--- src/rtl/core/rpa_pkg.sv ---
package rpa_pkg;

  localparam int ADDR_W   = 56;
  localparam int CFG_W    = 56;
  localparam int OP_W     = 2;
  localparam int STATUS_W = 2;
  localparam int COUNT_W  = 8;
  localparam int FREE_W   = 16;

  localparam logic [OP_W-1:0] OP_ALLOC  = 2'd0;
  localparam logic [OP_W-1:0] OP_FREE   = 2'd1;
  localparam logic [OP_W-1:0] OP_ADDREF = 2'd2;

  localparam logic [STATUS_W-1:0] ST_OK    = 2'd0;
  localparam logic [STATUS_W-1:0] ST_OOM   = 2'd1;
  localparam logic [STATUS_W-1:0] ST_BAD   = 2'd2;
  localparam logic [STATUS_W-1:0] ST_FAULT = 2'd3;

  localparam logic REG_POOL_BASE  = 1'b0;
  localparam logic REG_POOL_PAGES = 1'b1;

  localparam logic [COUNT_W-1:0] COUNT_ONE = 8'd1;
  localparam logic [COUNT_W-1:0] COUNT_MAX = 8'hFF;

  localparam logic [ADDR_W-1:0] RESET_BASE  = 56'h0000_0080_000_000;
  localparam int                RESET_PAGES = 32768;

  typedef enum logic [1:0] {
    KIND_ALLOC,
    KIND_FREE,
    KIND_ADDREF,
    KIND_BAD
  } rpa_kind_t;

  typedef enum logic [1:0] {
    S_CLEAR,
    S_ISSUE,
    S_EXEC
  } rpa_state_t;

  typedef struct packed {
    logic [STATUS_W-1:0] status;
    logic [ADDR_W-1:0]   result_addr;
    logic [COUNT_W-1:0]  new_count;
    logic                returned_to_pool;
    logic [FREE_W-1:0]   free_pages;
  } rpa_result_t;

endpackage

--- src/rtl/core/rpa_front.sv ---
module rpa_front #(
  parameter int PAGE_SHIFT = 12,
  parameter int PG_W       = 15,
  parameter int CNT_W      = 16
) (
  input  logic                          in_valid,
  output logic                          in_stall,
  input  logic [rpa_pkg::OP_W-1:0]      in_operation,
  input  logic [rpa_pkg::ADDR_W-1:0]    in_page_addr,
  input  logic [rpa_pkg::ADDR_W-PAGE_SHIFT-1:0] base_pg,
  input  logic [CNT_W-1:0]              pool_pages,
  input  logic                          busy,
  input  logic                          q_full,
  output logic                          q_push,
  output logic [PG_W+1:0]               q_data
);

  import rpa_pkg::*;

  localparam int APG_W = ADDR_W - PAGE_SHIFT;

  logic [APG_W-1:0] addr_pg;
  logic [APG_W-1:0] diff;
  logic             in_pool;
  rpa_kind_t        kind;

  assign addr_pg = in_page_addr[ADDR_W-1:PAGE_SHIFT];
  assign diff    = addr_pg - base_pg;
  assign in_pool = (addr_pg >= base_pg) && (diff < APG_W'(pool_pages));

  always_comb begin
    unique case (in_operation)
      OP_ALLOC:  kind = KIND_ALLOC;
      OP_FREE:   kind = in_pool ? KIND_FREE : KIND_BAD;
      OP_ADDREF: kind = in_pool ? KIND_ADDREF : KIND_BAD;
      default:   kind = KIND_BAD;
    endcase
  end

  assign in_stall = q_full || busy;
  assign q_push   = in_valid && !in_stall;
  assign q_data   = {kind, diff[PG_W-1:0]};

endmodule

--- config.mk ---
export PLATFORM = sky130hd
export DESIGN_NAME = rpa_front
export DESIGN_NICKNAME = d
export VERILOG_FILES = /design/src/rtl/core/rpa_pkg.sv /design/src/rtl/core/rpa_front.sv
export SDC_FILE = /design/constraint.sdc
export NUM_CORES = 1
export LEC_CHECK = 0
export BUFFER_PORTS_ARGS = -buffer_cell sky130_fd_sc_hd__buf_2
export CORE_MARGIN = 2
export CORE_UTILIZATION = 57
export DETAILED_ROUTE_END_ITERATION = 8
export GPL_TIMING_DRIVEN = 0
export PLACE_DENSITY = 0.91
export SYNTH_ARGS = -nofsm -noshare
export SYNTH_HDL_FRONTEND = slang
export SYNTH_SLANG_ARGS = --single-unit
--- constraint.sdc ---
create_clock -name vclk -period 10.43
set_input_delay 0.5215 -clock vclk [all_inputs]
set_output_delay 0.5215 -clock vclk [all_outputs]
set_load 0.01 [all_outputs]
==> flow_metrics.env <==
export IMPL_outcome="finished, final reports clean"
export IMPL_routed_via_count=4973
export IMPL_peakVddDrop_v=0.0000514
export IMPL_design_power_total_mw=0.288
export IMPL_critPathMaxFanout=4
export IMPL_cap_violations=0
export IMPL_die_area_mm2=0.00717
export IMPL_crit_arrival_ns=4.85
export IMPL_postCtsResizedCells=0
export IMPL_utilization_pct=70.5
export IMPL_yosys_cell_count_top_type="inv_1"
export IMPL_placement_setup_worst_slack_ns=5.12
export IMPL_detail_route_drc_violations=0
export IMPL_rsz_0062_raised_after_global_routing="no"
export IMPL_cts_hold_fix_buffers=0
export IMPL_drive_above_1_share_pct=19.9
export IMPL_place_gp_congestion=0.962
export IMPL_yosys_warnings=0
export IMPL_initial_antenna_violation_count=0
export IMPL_placed_cell_area_mm2=0.00445
export IMPL_design_final_nets=897
export IMPL_n_clock_buffer=0
export IMPL_floorplan_die_width_um=84.7
export IMPL_seqPwrFrac_pct=0
export IMPL_finalSetupViolCount=0
export IMPL_setup_worst_path_class="in -> out"
export IMPL_seq_area_frac_synth_pct=0
export IMPL_postRouteWirelength_um=12400
export IMPL_max_freq_mhz=186
export IMPL_drtAntennaViolNets=0
export IMPL_avgSynthCellArea_um2=6.34
export IMPL_io_pin_count=140
export IMPL_postSynthCellCount=586
export IMPL_timing_max_transition_violations_final=0
export IMPL_io_buffer_count=128
export IMPL_grt_usage_pct=33.0
export IMPL_hold_depth=3
export IMPL_power_frac_clock_pct=0
export IMPL_power_density_cell_area_mw_per_mm2=64.7
export IMPL_synth_largest_area_cell="ha_1"
export IMPL_drt_vias_per_instance=6.29
export IMPL_power_switching_fraction_pct=60.1
export IMPL_coreArea_mm2=0.00631
export IMPL_timing_slew_headroom_pct=39.8
export IMPL_flops_and_latches=0
export IMPL_globalRoute_totalOverflow=0
export IMPL_detail_route_wl_per_cell_um=15.6
export IMPL_number_of_nets_produced_by_synthesis=767
export IMPL_num_antenna_cells=0
export IMPL_synth_lib_cells_used_distinct=62
export IMPL_layout_cell_area_non_filler_mm2=0.00445
export IMPL_power_combinational_fraction_pct=100.0
export IMPL_syn2layout_area_growth_pct=19.9
export IMPL_synthDominantCellAreaShare_pct=19.9
export IMPL_hold_path_startpoint="q_full"
export IMPL_period_share_pct=51.5
export IMPL_grt_first_pass_wirelength_um=20300
export IMPL_hold_violations=0
export IMPL_worst_setup_path_end_kind="primary output"
export IMPL_initial_core_utilization_pct=58.8
export IMPL_whs_endpoint="in_stall"
export IMPL_hold_path_class="in -> out"
export IMPL_startpoint_type="input pin"
export IMPL_cell_internal_pwr_mw=0.115
export IMPL_grt_pass1_vias=4601
export IMPL_worst_slew_pin_transition_ns=0.880
export IMPL_layout_filler_cells=570
export IMPL_chipHeight_um=84.7
export IMPL_layout_area_seq_um2=0
export IMPL_worstPathRequired_ns=9.91
export IMPL_layout_setup_ws_ns=5.06
export IMPL_drt_iter0_markers=389
export IMPL_netlist_area_mm2=0.00371
export IMPL_ys_top_cells_by_count="73 x inv_1, 69 x a21oi_1, 59 x ha_1"
export IMPL_dp_hpwl_um=10600
export IMPL_layout_min_cycle_time_ns=5.37
export IMPL_maximum_number_of_pins_on_one_net_before_global_route_repair=11
export IMPL_first_pass_iters=5
export IMPL_power_net_switching_mw=0.173
export IMPL_power_leakage_nw=2.19
export IMPL_post_cts_setup_buffers=0
export IMPL_number_of_rows_created_at_floorplan=29
export IMPL_netlist_top_cells_area="ha_1 20%, a21oi_1 9.3%, inv_1 7.4%"
export IMPL_setup_tns_final_ns=0
placed cells by master, fill, tap and decap left out, types with 9 or more instances in the layout:
cell      Yosys  routed
buf_2         1     129
inv_1        73      73
a21oi_1      69      69
ha_1         59      59
nand2_1      53      53
o21ai_0      43      43
nor2_1       32      32
clkbuf_1     23      23
nand4_1      23      23
o21a_1       15      15
nor3_1       13      13
xnor2_1      13      13
a31oi_1      11      11
nand3_1      11      11
a211oi_1     10      10
nor2b_1       9       9
cell families after synthesis:
| logic type | Yosys count | share of synthesized area (%) |
|---|---|---|
| xor+xnor | 20 | 4.72 |
| buf+inv | 98 | 10.1 |
| compound gates | 219 | 38.0 |
| simple gates | 185 | 25.6 |
| fa+ha+maj | 60 | 20.4 |
| mux | 4 | 1.08 |
final cells by class:
cell class | count | area [um2] | area share (%)
buffer | 25 | 103 | 2.31
inverter | 73 | 274 | 6.16
timing repair buffer | 128 | 641 | 14.4
tap | 77 | 96.3 | 2.17
multi-input combinational | 488 | 3340 | 75.0
per-stage QoR:
stage,hold slack [ns],std cells
detailed placement,1.33,791
global placement,1.32,791
global route,1.35,791
floorplan,1.13,586
CTS,1.33,791
finish,1.33,791
worst max-delay path, stage by stage:
cell and delay (ns):
buf_2 0.08, inv_1 0.03, ha_1 0.20, fa_1 0.41
and2b_1 0.24, o2111ai_1 0.18, a211oi_1 0.57, nor3_1 0.13
xnor2_1 0.22, ha_1 0.28, nor2b_1 0.14, o21ai_0 0.28
o21ai_0 0.18, nor3_1 0.20, o2111ai_1 0.19, nand4bb_1 0.26
nor4_2 0.44, a31oi_1 0.14, buf_2 0.16
how the worst max path moves through the flow:
stage / from / to / slack (ns)
finish: in_page_addr[12] / q_data[15] / 5.06
global route: in_page_addr[12] / q_data[15] / 4.77
CTS: in_page_addr[12] / q_data[15] / 5.11
detailed placement: in_page_addr[12] / q_data[15] / 5.12
global placement: in_page_addr[12] / q_data[15] / 5.10
floorplan: in_page_addr[12] / q_data[15] / 6.05
power by group through the flow:
stage	Combinational [mW]	Sequential [mW]	Clock, mW
2_1_floorplan	0.195	0	0
3_3_place_gp	0.272	0	0
3_5_place_dp	0.281	0	0
4_1_cts	0.283	0	0
5_1_grt	0.321	0	0
6_report	0.288	0	0
routing by layer:
metal	track usage [%]	routed length [um]	vias to the layer above
met1	43.4	5310	2273
li1	-	-	2428
met3	2.06	903	26
met2	58.9	5890	246
met4	7.50	274	0
met5	0	0	-
Power figures use the tool's default switching activity.
