**src/rtl/core/rpa_queue.sv**
```systemverilog
module rpa_queue #(
  parameter int WIDTH = 8,
  parameter int DEPTH = 2
) (
  input  logic             clk,
  input  logic             rst_n,
  input  logic             push,
  input  logic [WIDTH-1:0] push_data,
  output logic             full,
  input  logic             pop,
  output logic             valid,
  output logic [WIDTH-1:0] data
);

  localparam int PW = (DEPTH > 1) ? $clog2(DEPTH) : 1;
  localparam int CW = $clog2(DEPTH + 1);

  logic [WIDTH-1:0] slot_r [DEPTH];
  logic [PW-1:0]    wr_ptr_r, wr_ptr_nxt;
  logic [PW-1:0]    rd_ptr_r, rd_ptr_nxt;
  logic [CW-1:0]    count_r, count_nxt;

  assign full  = (count_r == CW'(DEPTH));
  assign valid = (count_r != '0);
  assign data  = slot_r[rd_ptr_r];

  always_comb begin
    wr_ptr_nxt = wr_ptr_r;
    rd_ptr_nxt = rd_ptr_r;
    count_nxt  = count_r;
    if (push) begin
      wr_ptr_nxt = (wr_ptr_r == PW'(DEPTH - 1)) ? '0 : PW'(wr_ptr_r + 1'b1);
    end
    if (pop) begin
      rd_ptr_nxt = (rd_ptr_r == PW'(DEPTH - 1)) ? '0 : PW'(rd_ptr_r + 1'b1);
    end
    if (push && !pop) begin
      count_nxt = CW'(count_r + 1'b1);
    end else if (pop && !push) begin
      count_nxt = CW'(count_r - 1'b1);
    end
  end

  always_ff @(posedge clk) begin
    if (!rst_n) begin
      wr_ptr_r <= '0;
      rd_ptr_r <= '0;
      count_r  <= '0;
    end else begin
      wr_ptr_r <= wr_ptr_nxt;
      rd_ptr_r <= rd_ptr_nxt;
      count_r  <= count_nxt;
    end
  end

  always_ff @(posedge clk) begin
    if (push) begin
      slot_r[wr_ptr_r] <= push_data;
    end
  end

endmodule

```
**config.mk**
```make
export PLATFORM = sky130hd
export DESIGN_NAME = rpa_queue
export DESIGN_NICKNAME = d
export VERILOG_FILES = /design/src/rtl/core/rpa_queue.sv
export SDC_FILE = /design/constraint.sdc
export NUM_CORES = 1
export LEC_CHECK = 0
export BUFFER_PORTS_ARGS = -buffer_cell sky130_fd_sc_hd__buf_4
export CORE_MARGIN = 2
export CORE_UTILIZATION = 48
export DETAILED_ROUTE_END_ITERATION = 6
export PLACE_DENSITY = 0.74
export SLEW_MARGIN = 40
export SYNTH_ARGS = -nofsm -noshare
export SYNTH_HDL_FRONTEND = slang
export SYNTH_SLANG_ARGS = --single-unit
export TNS_END_PERCENT = 1
```
**constraint.sdc**
```tcl
create_clock -name clk -period 1.6 [get_ports clk]
set_clock_uncertainty 0.05 [all_clocks]
set_input_delay 0.16 -clock clk [delete_from_list [all_inputs] [get_ports clk]]
set_output_delay 0.16 -clock clk [all_outputs]
set_load 0.05 [all_outputs]
```
==> run_results.csv, run 1 <==
group,metric,value,unit
status,status,"complete, no violations",
min_path,hold_class,"in -> reg",
timing,fmax,0.6627,GHz
yosys,yosysTopAreaCellShare,60.28,%
placed_design,place.gp.congestion,0.6525,
worst_setup_path,path_depth,2,
worst_setup_path,path_cells,"mux2_2 > buf_4",
route,drt_iter0_drc,7,
floorplan,fp.dieH,44.75,um
grt,grt_pass1_vias,467,
worst_setup_path,reg2regPathDepth,3,
layout,areaGrowthSynthToFinish,36.58,%
yosys,synth_cell_types,16,
layout,layout_common_cells,"buf_4 (22), edfxtp_1 (16), mux2_2 (8), dlygate4sd3_1 (8)",
clock_tree,post_cts_buffers,0,
yosys,ys_warn_count,0,
route,via_count,454,
worst_setup_path,crit_slowest_cell,"dfxtp_2",
worst_setup_path,setup.worst_path.class,"reg -> out",
worst_setup_path,worst_path_largest_cell_delay,0.45,ns
worst_setup_path,crit_fanout,8,
placed_design,portBuffers,21,
floorplan,die_area,0.002003,sq mm
route,viasPerCell,4.729,
floorplan,ios,22,
grt,grt_max_degree,14,
timing,finalCriticalPeriod,1.509,ns
min_path,min_path_cells,2,
clock_tree,cts_buffers,3,
clock_tree,cts.sinks,21,
clock_tree,cts_tree,"done",
layout,antenna_cells,0,
yosys,yosysTopAreaCell,"edfxtp_1",
timing,worst_hold_slack,0.04460,ns
worst_setup_path,worst-path-buf-inv,1,
timing,worst-slew-pin-transition,0.3767,ns
power_and_ir_drop,finalPower,1.174,mW
clock_tree,clk_latency,0.29,ns
route,drc,0,
power_and_ir_drop,p_per_area,1079,mW/mm^2
floorplan,initial_utilization,52.30,%
yosys,syn_nets,60,
placed_design,dp_cells,84,
timing,rsz0062_at_grt,"false",
worst_setup_path,crit_path_start_kind,"register",
worst_setup_path,critPathArrivalTime,1.30,ns
layout,final_layout_size_suffix_gt1_share,46.25,%
timing,report.final.slew_viol_count,0,
worst_setup_path,end_kind,"output port",
timing,setup_violations,0,
route,wirelength,1322,um
power_and_ir_drop,switchingPower,0.3366,mW
route,ant_nets,0,
yosys,ys_seq_elements,21,
floorplan,die_x,44.75,um
clock_tree,clockBufferDepth,2,
yosys,yosysSeqAreaShare,72.84,%
power_and_ir_drop,p_leak,0.4358,nW
power_and_ir_drop,seq_power_share,55.0,%
floorplan,num_rows,14,
route,dr.pass1.iters,3,
timing,timing.final.crit_share,94.30,%
layout,stdcell_count,96,
power_and_ir_drop,p_clk_share,21.2,%
power_and_ir_drop,combinationalPowerShare,23.8,%
layout,final_common_cell,"buf_4",
clock_tree,ctsRootBufferMaster,"clkbuf_4",
yosys,netlist_area,797.0,sq um
power_and_ir_drop,swShare,28.67,%
clock_tree,clk_pin_slew_worst_paths,0.11,ns
yosys,synth_area_leaders,"edfxtp_1 (60%), dfxtp_1 (13%), mux2_2 (11%)",
floorplan,coreArea,0.001524,sq mm
run,maxCapViolations,0,
timing,setup-tns-final,0,ns
grt,antenna_found_initial,0,
grt,grt_pass1_wl,2097,um
timing,hold_viol,0,
yosys,postSynthAreaPerCell,16.96,sq um
grt,grt_usage,15.34,%
clock_tree,htreeDepth,1,
route,wire_per_inst,13.77,um
layout,fillCellCount,109,
yosys,synth_cells,47,
power_and_ir_drop,p_int,0.8374,mW
power_and_ir_drop,peakVddDrop,0.7916,mV
grt,gr-total-overflow,0,
layout,final_nets,94,
worst_setup_path,critPathTopFamily,"flip-flops",
worst_setup_path,required,1.39,ns
timing,slew_headroom,74.89,%
path summary, 6_finish.rpt:
path	from	endpoint	slack (ns)
setup / recovery	register	data[5]	0.09
hold / removal	rst_n	wr_ptr_r	0.04
hold reg to reg	count_r[1]	count_r[1]	0.46
setup reg to reg	count_r[0]	count_r[1]	0.50
sequential cells by signal (all words and copies together) (netlist names), named ones only:
register / count
wr_ptr_r: 1
count_r: 2
slot_r: 16
rd_ptr_r: 1
per-stage QoR:
stage,util (%),cell area [sq um],worst slack (ns)
6_report,71.43,1089,0.09112
5_1_grt,71.43,1089,0.02437
4_1_cts,71.43,1089,0.06512
3_5_place_dp,64.12,977.2,0.2979
3_3_place_gp,64.12,977.2,0.3178
2_1_floorplan,-,797.0,0.4457
per-layer routing:
layer	vias to the layer above	wire, um	global-route usage (%)
met3	0	58	5.200
met4	0	0	1.818
met1	205	538	18.01
li1	237	-	-
met5	-	0	0
met2	12	724	27.83
what timing repair did:
action,CTS,global route
endpoints found under the setup margin,8,0
endpoints found under the hold margin,16,0
hold buffers,8,0
resized for setup,1,0
worst register-to-register path: stages, from the launching register on:
cell	delay [ns]
dfxtp_1	0.36
xor2_1	0.18
or3_1	0.31
a21boi_1	0.15
synth_stat cells, drive strengths merged:
library cell / number
o21a: 1
and2: 4
and2b: 1
or2: 1
inv: 1
nor2b: 2
mux2: 8
edfxtp: 16
buf: 1
o21ai: 1
ha: 1
or3: 1
xor2: 2
dfxtp: 5
a21boi: 1
xnor2: 1
cells by family (layout without fill, tap and decap cells):
| group | after synthesis | count (layout) | synth area share, % |
|---|---|---|---|
| flops | 21 | 21 | 72.84 |
| simple gates | 9 | 9 | 7.379 |
| mux | 8 | 8 | 11.30 |
| compound gates | 3 | 3 | 2.512 |
| xor+xnor | 3 | 3 | 3.297 |
| buf+inv | 2 | 35 | 1.098 |
| fa+ha+maj | 1 | 1 | 1.570 |
final cells by class:
type                    instances  area, sq um  share of cell area [%]
flip-flops and latches         21        581.8                   53.45
clock buffers                   3        22.52                   2.069
inverters                       1        3.754                  0.3448
well taps                      16        20.02                   1.839
multi-input cells              24        207.7                   19.08
clock inverters                 1        7.507                  0.6897
repair buffers                 30        245.2                   22.53
power groups by stage:
| stage | logic [mW] | clock network, mW | registers, mW |
|---|---|---|---|
| 2_1_floorplan | 0.190 | 0 | 0.647 |
| 3_3_place_gp | 0.259 | 0 | 0.656 |
| 3_5_place_dp | 0.264 | 0 | 0.659 |
| 4_1_cts | 0.280 | 0.259 | 0.646 |
| 5_1_grt | 0.297 | 0.290 | 0.651 |
| 6_report | 0.279 | 0.249 | 0.646 |
Power figures use the tool's default switching activity.
==> run 2: changes to the inputs <==
CORE_UTILIZATION = 45   (was 48)
HOLD_SLACK_MARGIN = 0.08   (was not set)
PLACE_DENSITY = 0.79   (was 0.74)
==> run 2 against run 1 <==
Worst hold slack gained 0.083 ns; global-route usage shrank 1.1 points; sequential cell count is the same; clock power shrank 2%; highest routed layer is now met4; largest cell class unchanged; critical path depth is the same; via count grew 5.9%; cell area grew 0.80%; die area grew 6.1%; sequential share of layout area shrank 0.43 points.
==> run_results.csv, run 2 (same netlist as run 1, synthesis figures left out) <==
group,metric,value,unit
clock_tree,clk_latency,0.30,ns
floorplan,die_x,46.09,um
worst_setup_path,crit_path_start_kind,"register",
worst_setup_path,timing.rr.end,"slot_r[1][1]",
grt,grt_usage,14.24,%
min_path,hp-start,"push",
run,maxCapViolations,0,
worst_setup_path,r2r_slack,0.49,ns
floorplan,ios,22,
worst_setup_path,crit_slowest_cell,"dfxtp_2",
timing,worst-slew-pin-transition,0.3809,ns
timing,setup-tns-final,0,ns
grt,grt_pass1_wl,1932,um
layout,final_nets,95,
min_path,hold_class,"in -> reg",
layout,final_util,64.96,%
floorplan,die_area,0.002124,sq mm
grt,grt_max_degree,13,
grt,antenna_found_initial,0,
power_and_ir_drop,p_leak,0.4437,nW
worst_setup_path,worst_path_largest_cell_delay,0.44,ns
min_path,whs_endpoint,"wr_ptr_r",
clock_tree,post_cts_buffers,0,
floorplan,initial_utilization,47.19,%
timing,finalCriticalPeriod,1.502,ns
worst_setup_path,end_kind,"output port",
route,via_count,481,
route,drt_iter0_drc,10,
status,status,"complete, no violations",
timing,timing.final.crit_share,93.87,%
min_path,min_path_cells,3,
route,dr.pass1.iters,2,
worst_setup_path,critPathArrivalTime,1.29,ns
clock_tree,cts_tree,"done",
worst_setup_path,reg2regPathDepth,1,
layout,layout_common_cells,"buf_4 (22), edfxtp_1 (16), dlygate4sd3_1 (9), mux2_2 (8)",
route,drc,0,
route,ant_nets,0,
worst_setup_path,critPathTopFamily,"flip-flops",
placed_design,portBuffers,21,
timing,report.final.slew_viol_count,0,
layout,areaGrowthSynthToFinish,37.68,%
layout,largest_register_ffs,16,
placed_design,place.gp.congestion,0.6164,
clock_tree,cts.sinks,21,
floorplan,num_rows,15,
grt,gr-total-overflow,0,
clock_tree,clk_pin_slew_worst_paths,0.11,ns
floorplan,coreArea,0.001689,sq mm
power_and_ir_drop,peakVddDrop,0.6961,mV
timing,rsz0062_at_grt,"false",
clock_tree,htreeDepth,1,
layout,final_common_cell,"buf_4",
route,wirelength,1205,um
placed_design,dp_slack,0.3153,ns
layout,antenna_cells,0,
route,wire_per_inst,12.30,um
layout,largestRegisters,"slot_r: 16 flops, count_r: 2 flops",
route,viasPerCell,4.908,
layout,fillCellCount,142,
layout,final_layout_size_suffix_gt1_share,45.68,%
worst_setup_path,crit_fanout,8,
worst_setup_path,setup.worst_path.class,"reg -> out",
timing,hold_viol,0,
timing,slew_headroom,74.61,%
floorplan,fp.dieH,46.09,um
power_and_ir_drop,finalPower,1.167,mW
clock_tree,cts_buffers,3,
worst_setup_path,r2r-start,"wr_ptr_r",
timing,setup_violations,0,
power_and_ir_drop,p_per_area,1063,mW/mm^2
clock_tree,ctsRootBufferMaster,"clkbuf_4",
layout,regMostFlops,"slot_r",
timing,fmax,0.6658,GHz
worst_setup_path,path_cells,"mux2_2 > buf_4",
worst_setup_path,required,1.39,ns
worst_setup_path,worst-path-buf-inv,1,
grt,grt_pass1_vias,478,
timing,worst_slack,0.09808,ns
clock_tree,clockBufferDepth,2,
## run 2: cell count changes in the layout (fill, tap and decap cells not counted), sizes merged
cell,before,now
clkinv,0,1
clkinvlp,1,0
dlygate4sd3,8,9
## run 2: final cells by class
| cell class | instances | area, sq um | share of cell area [%] |
|---|---|---|---|
| Inverter | 1 | 3.754 | 0.3421 |
| Multi-Input combinational cell | 24 | 207.7 | 18.93 |
| Clock inverter | 1 | 5.005 | 0.4561 |
| Sequential cell | 21 | 581.8 | 53.02 |
| Timing Repair Buffer | 31 | 255.2 | 23.26 |
| Clock buffer | 3 | 22.52 | 2.052 |
| Tap cell | 17 | 21.27 | 1.938 |
## run 2: how the worst max path moves through the flow
stage                        start           end  slack [ns]  depth (start not counted)
final                     register       data[1]         0.1                          2
after global routing      register       data[0]        0.04                          2
after CTS                 register       data[3]        0.09                          2
after detailed placement  register       data[3]        0.32                          2
after global placement    register       data[3]        0.31                          2
after floorplan           wr_ptr_r  slot_r[0][0]        0.45                          1
## run 2: timing repair
item,CTS,global route
resized for setup,1,0
hold buffers,9,0
setup endpoints to repair,8,0
hold endpoints to repair,21,0
## run 2: where the power goes
part,switching (mW),internal [mW],leakage [nW]
combinational,0.159,0.119,0.234
sequential,0.0202,0.624,0.192
clock,0.150,0.0933,0.0177
## run 2: metal layers
metal	track usage (%)	vias up	share of wire, %
met3	4.706	5	5.1
met4	12.00	0	3.8
met5	0	-	0
met1	14.36	225	40
met2	23.33	14	51
li1	-	237	-
## run 2: metrics by stage
step                hold WS [ns]  cell area [sq um]  std cells
detailed placement        0.2993              978.4         85
finish                    0.1272               1097         98
global route              0.1193               1097         98
global placement          0.2957              978.4         85
floorplan                 0.2089              797.0         47
CTS                       0.1174               1097         98
==> run 3: changes to the inputs <==
CORE_MARGIN = not set   (was 2)
==> run 3 against run 2 <==
Via count up 1.7%; wire length rose by 5.6%; die area shrank 8.5%; sequential cell count did not move; first-iteration DRC count down 90%; utilization up 5.0 points; setup slack worse by 0.0022 ns; maximum frequency decreased by 0.14%; critical endpoint is now data[6].
==> run_results.csv, run 3 (same netlist as run 1, synthesis figures left out) <==
group,metric,value,unit
status,status,"complete, no violations",
timing,worst-slew-pin-transition,0.3764,ns
layout,final_common_cell,"buf_4",
run,maxCapViolations,0,
placed_design,place.gp.congestion,0.6610,
layout,antenna_cells,0,
timing,setup_violations,0,
route,wirelength,1272,um
worst_setup_path,setup.worst_path.class,"reg -> out",
route,via_count,489,
timing,hold_viol,0,
worst_setup_path,r2r-start,"count_r[0]",
route,ant_nets,0,
power_and_ir_drop,swShare,28.05,%
timing,worst_slack,0.09592,ns
layout,layout_common_cells,"buf_4 (23), edfxtp_1 (16), dlygate4sd3_1 (9), mux2_2 (8)",
floorplan,num_rows,14,
worst_setup_path,end_kind,"output port",
power_and_ir_drop,combinationalPowerShare,24.2,%
worst_setup_path,path_cells,"mux2_2 > buf_4",
timing,slew_headroom,74.91,%
placed_design,dp_slack,0.2941,ns
timing,fmax,0.6649,GHz
timing,rsz0062_at_grt,"false",
worst_setup_path,worst_path_largest_cell_delay,0.45,ns
power_and_ir_drop,p_per_area,1063,mW/mm^2
clock_tree,clk_latency,0.29,ns
worst_setup_path,timing.rr.end,"count_r[1]",
worst_setup_path,crit_slowest_cell,"dfxtp_2",
worst_setup_path,reg2regPathDepth,3,
timing,report.final.slew_viol_count,0,
power_and_ir_drop,switchingPower,0.3286,mW
layout,largest_register_ffs,16,
grt,grt_pass1_wl,1918,um
clock_tree,ctsRootBufferMaster,"clkbuf_4",
layout,final_nets,96,
layout,regMostFlops,"slot_r",
worst_setup_path,crit_fanout,8,
timing,finalCriticalPeriod,1.504,ns
grt,antenna_found_initial,0,
worst_setup_path,required,1.39,ns
worst_setup_path,critPathArrivalTime,1.29,ns
grt,gr-total-overflow,0,
floorplan,die_x,44.09,um
layout,areaGrowthSynthToFinish,38.30,%
floorplan,ios,22,
clock_tree,cts_buffers,3,
placed_design,portBuffers,21,
timing,setup-tns-final,0,ns
layout,fillCellCount,121,
route,wire_per_inst,12.98,um
grt,grt_pass1_vias,474,
floorplan,fp.dieH,44.09,um
power_and_ir_drop,p_clk_share,20.7,%
clock_tree,cts_tree,"done",
worst_setup_path,r2r_slack,0.47,ns
grt,grt_usage,14.70,%
clock_tree,htreeDepth,1,
route,drt_iter0_drc,1,
grt,grt_max_degree,12,
clock_tree,clockBufferDepth,2,
floorplan,initial_utilization,50.56,%
power_and_ir_drop,p_leak,0.4460,nW
timing,timing.final.crit_share,94.01,%
min_path,hold_class,"in -> reg",
worst_setup_path,crit_path_start_kind,"register",
route,drc,0,
floorplan,die_area,0.001943,sq mm
route,viasPerCell,4.990,
layout,largestRegisters,"slot_r: 16 flops, count_r: 2 flops",
placed_design,dp.final_hpwl,844.2,um
clock_tree,cts.sinks,21,
floorplan,coreArea,0.001577,sq mm
power_and_ir_drop,peakVddDrop,0.6936,mV
route,dr.pass1.iters,2,
worst_setup_path,endpoint,"data[6]",
power_and_ir_drop,finalPower,1.172,mW
clock_tree,clk_pin_slew_worst_paths,0.11,ns
power_and_ir_drop,seq_power_share,55.1,%
power_and_ir_drop,p_int,0.8432,mW
layout,final_layout_size_suffix_gt1_share,45.12,%
-- run 3: changes by cell type in the layout (fill, tap and decap cells not counted), sizes merged --
cell / before / now
buf: 22 / 23
clkbuf: 3 / 4
clkinv: 1 / 0
-- run 3: critical path, delay by kind of cell, from the launching register on --
family	cells	cell delay, ns
buf+inv	1	0.19
mux	1	0.36
flops	1	0.45
-- run 3: worst min-delay path by stage --
| stage | from | to | slack [ns] | cells past startpoint |
|---|---|---|---|---|
| global route | pop | register | 0.13 | 3 |
| CTS | pop | register | 0.13 | 3 |
| global placement | push_data[2] | slot_r[1][2] | 0.30 | 1 |
| finish | push | wr_ptr_r | 0.14 | 3 |
| floorplan | push_data[0] | slot_r[0][0] | 0.21 | 0 |
| detailed placement | push_data[5] | slot_r[0][5] | 0.30 | 1 |
-- run 3: area by class of cell --
class / count / area (sq um) / share of cell area [%]
repair buffers: 32 / 262.8 / 23.84
clock buffers: 4 / 26.28 / 2.384
inverters: 1 / 3.754 / 0.3405
multi-input cells: 24 / 207.7 / 18.84
flip-flops and latches: 21 / 581.8 / 52.78
well taps: 16 / 20.02 / 1.816
-- run 3: what timing repair did --
action                                  CTS  global route
endpoints found under the hold margin    20             0
buffers inserted                          0             0
hold buffers                              9             0
endpoints found under the setup margin    8             0
resized for setup                         1             0
-- run 3: routing by layer --
metal / global-route usage (%) / up-vias / wire (um)
met3: 4.898 / 5 / 63
met1: 14.25 / 229 / 495
met5: 0 / - / 0
met4: 7.273 / 0 / 20
li1: - / 240 / -
met2: 27.35 / 15 / 693
-- run 3: per-stage QoR --
step	area, sq um	instances	hold WS [ns]	util, %
after floorplan	797.0	47	0.2089	-
after detailed placement	984.7	85	0.2990	62.46
final	1102	98	0.1385	69.92
after CTS	1102	98	0.1340	69.92
after global routing	1102	98	0.1276	69.92
after global placement	984.7	85	0.2962	62.46
-- run 3: power groups by stage --
stage	Combinational, mW	Clock [mW]	Sequential [mW]
floorplan	0.190	0	0.647
global route	0.298	0.276	0.649
finish	0.283	0.243	0.646
CTS	0.284	0.249	0.646
detailed placement	0.266	0	0.658
global placement	0.262	0	0.655
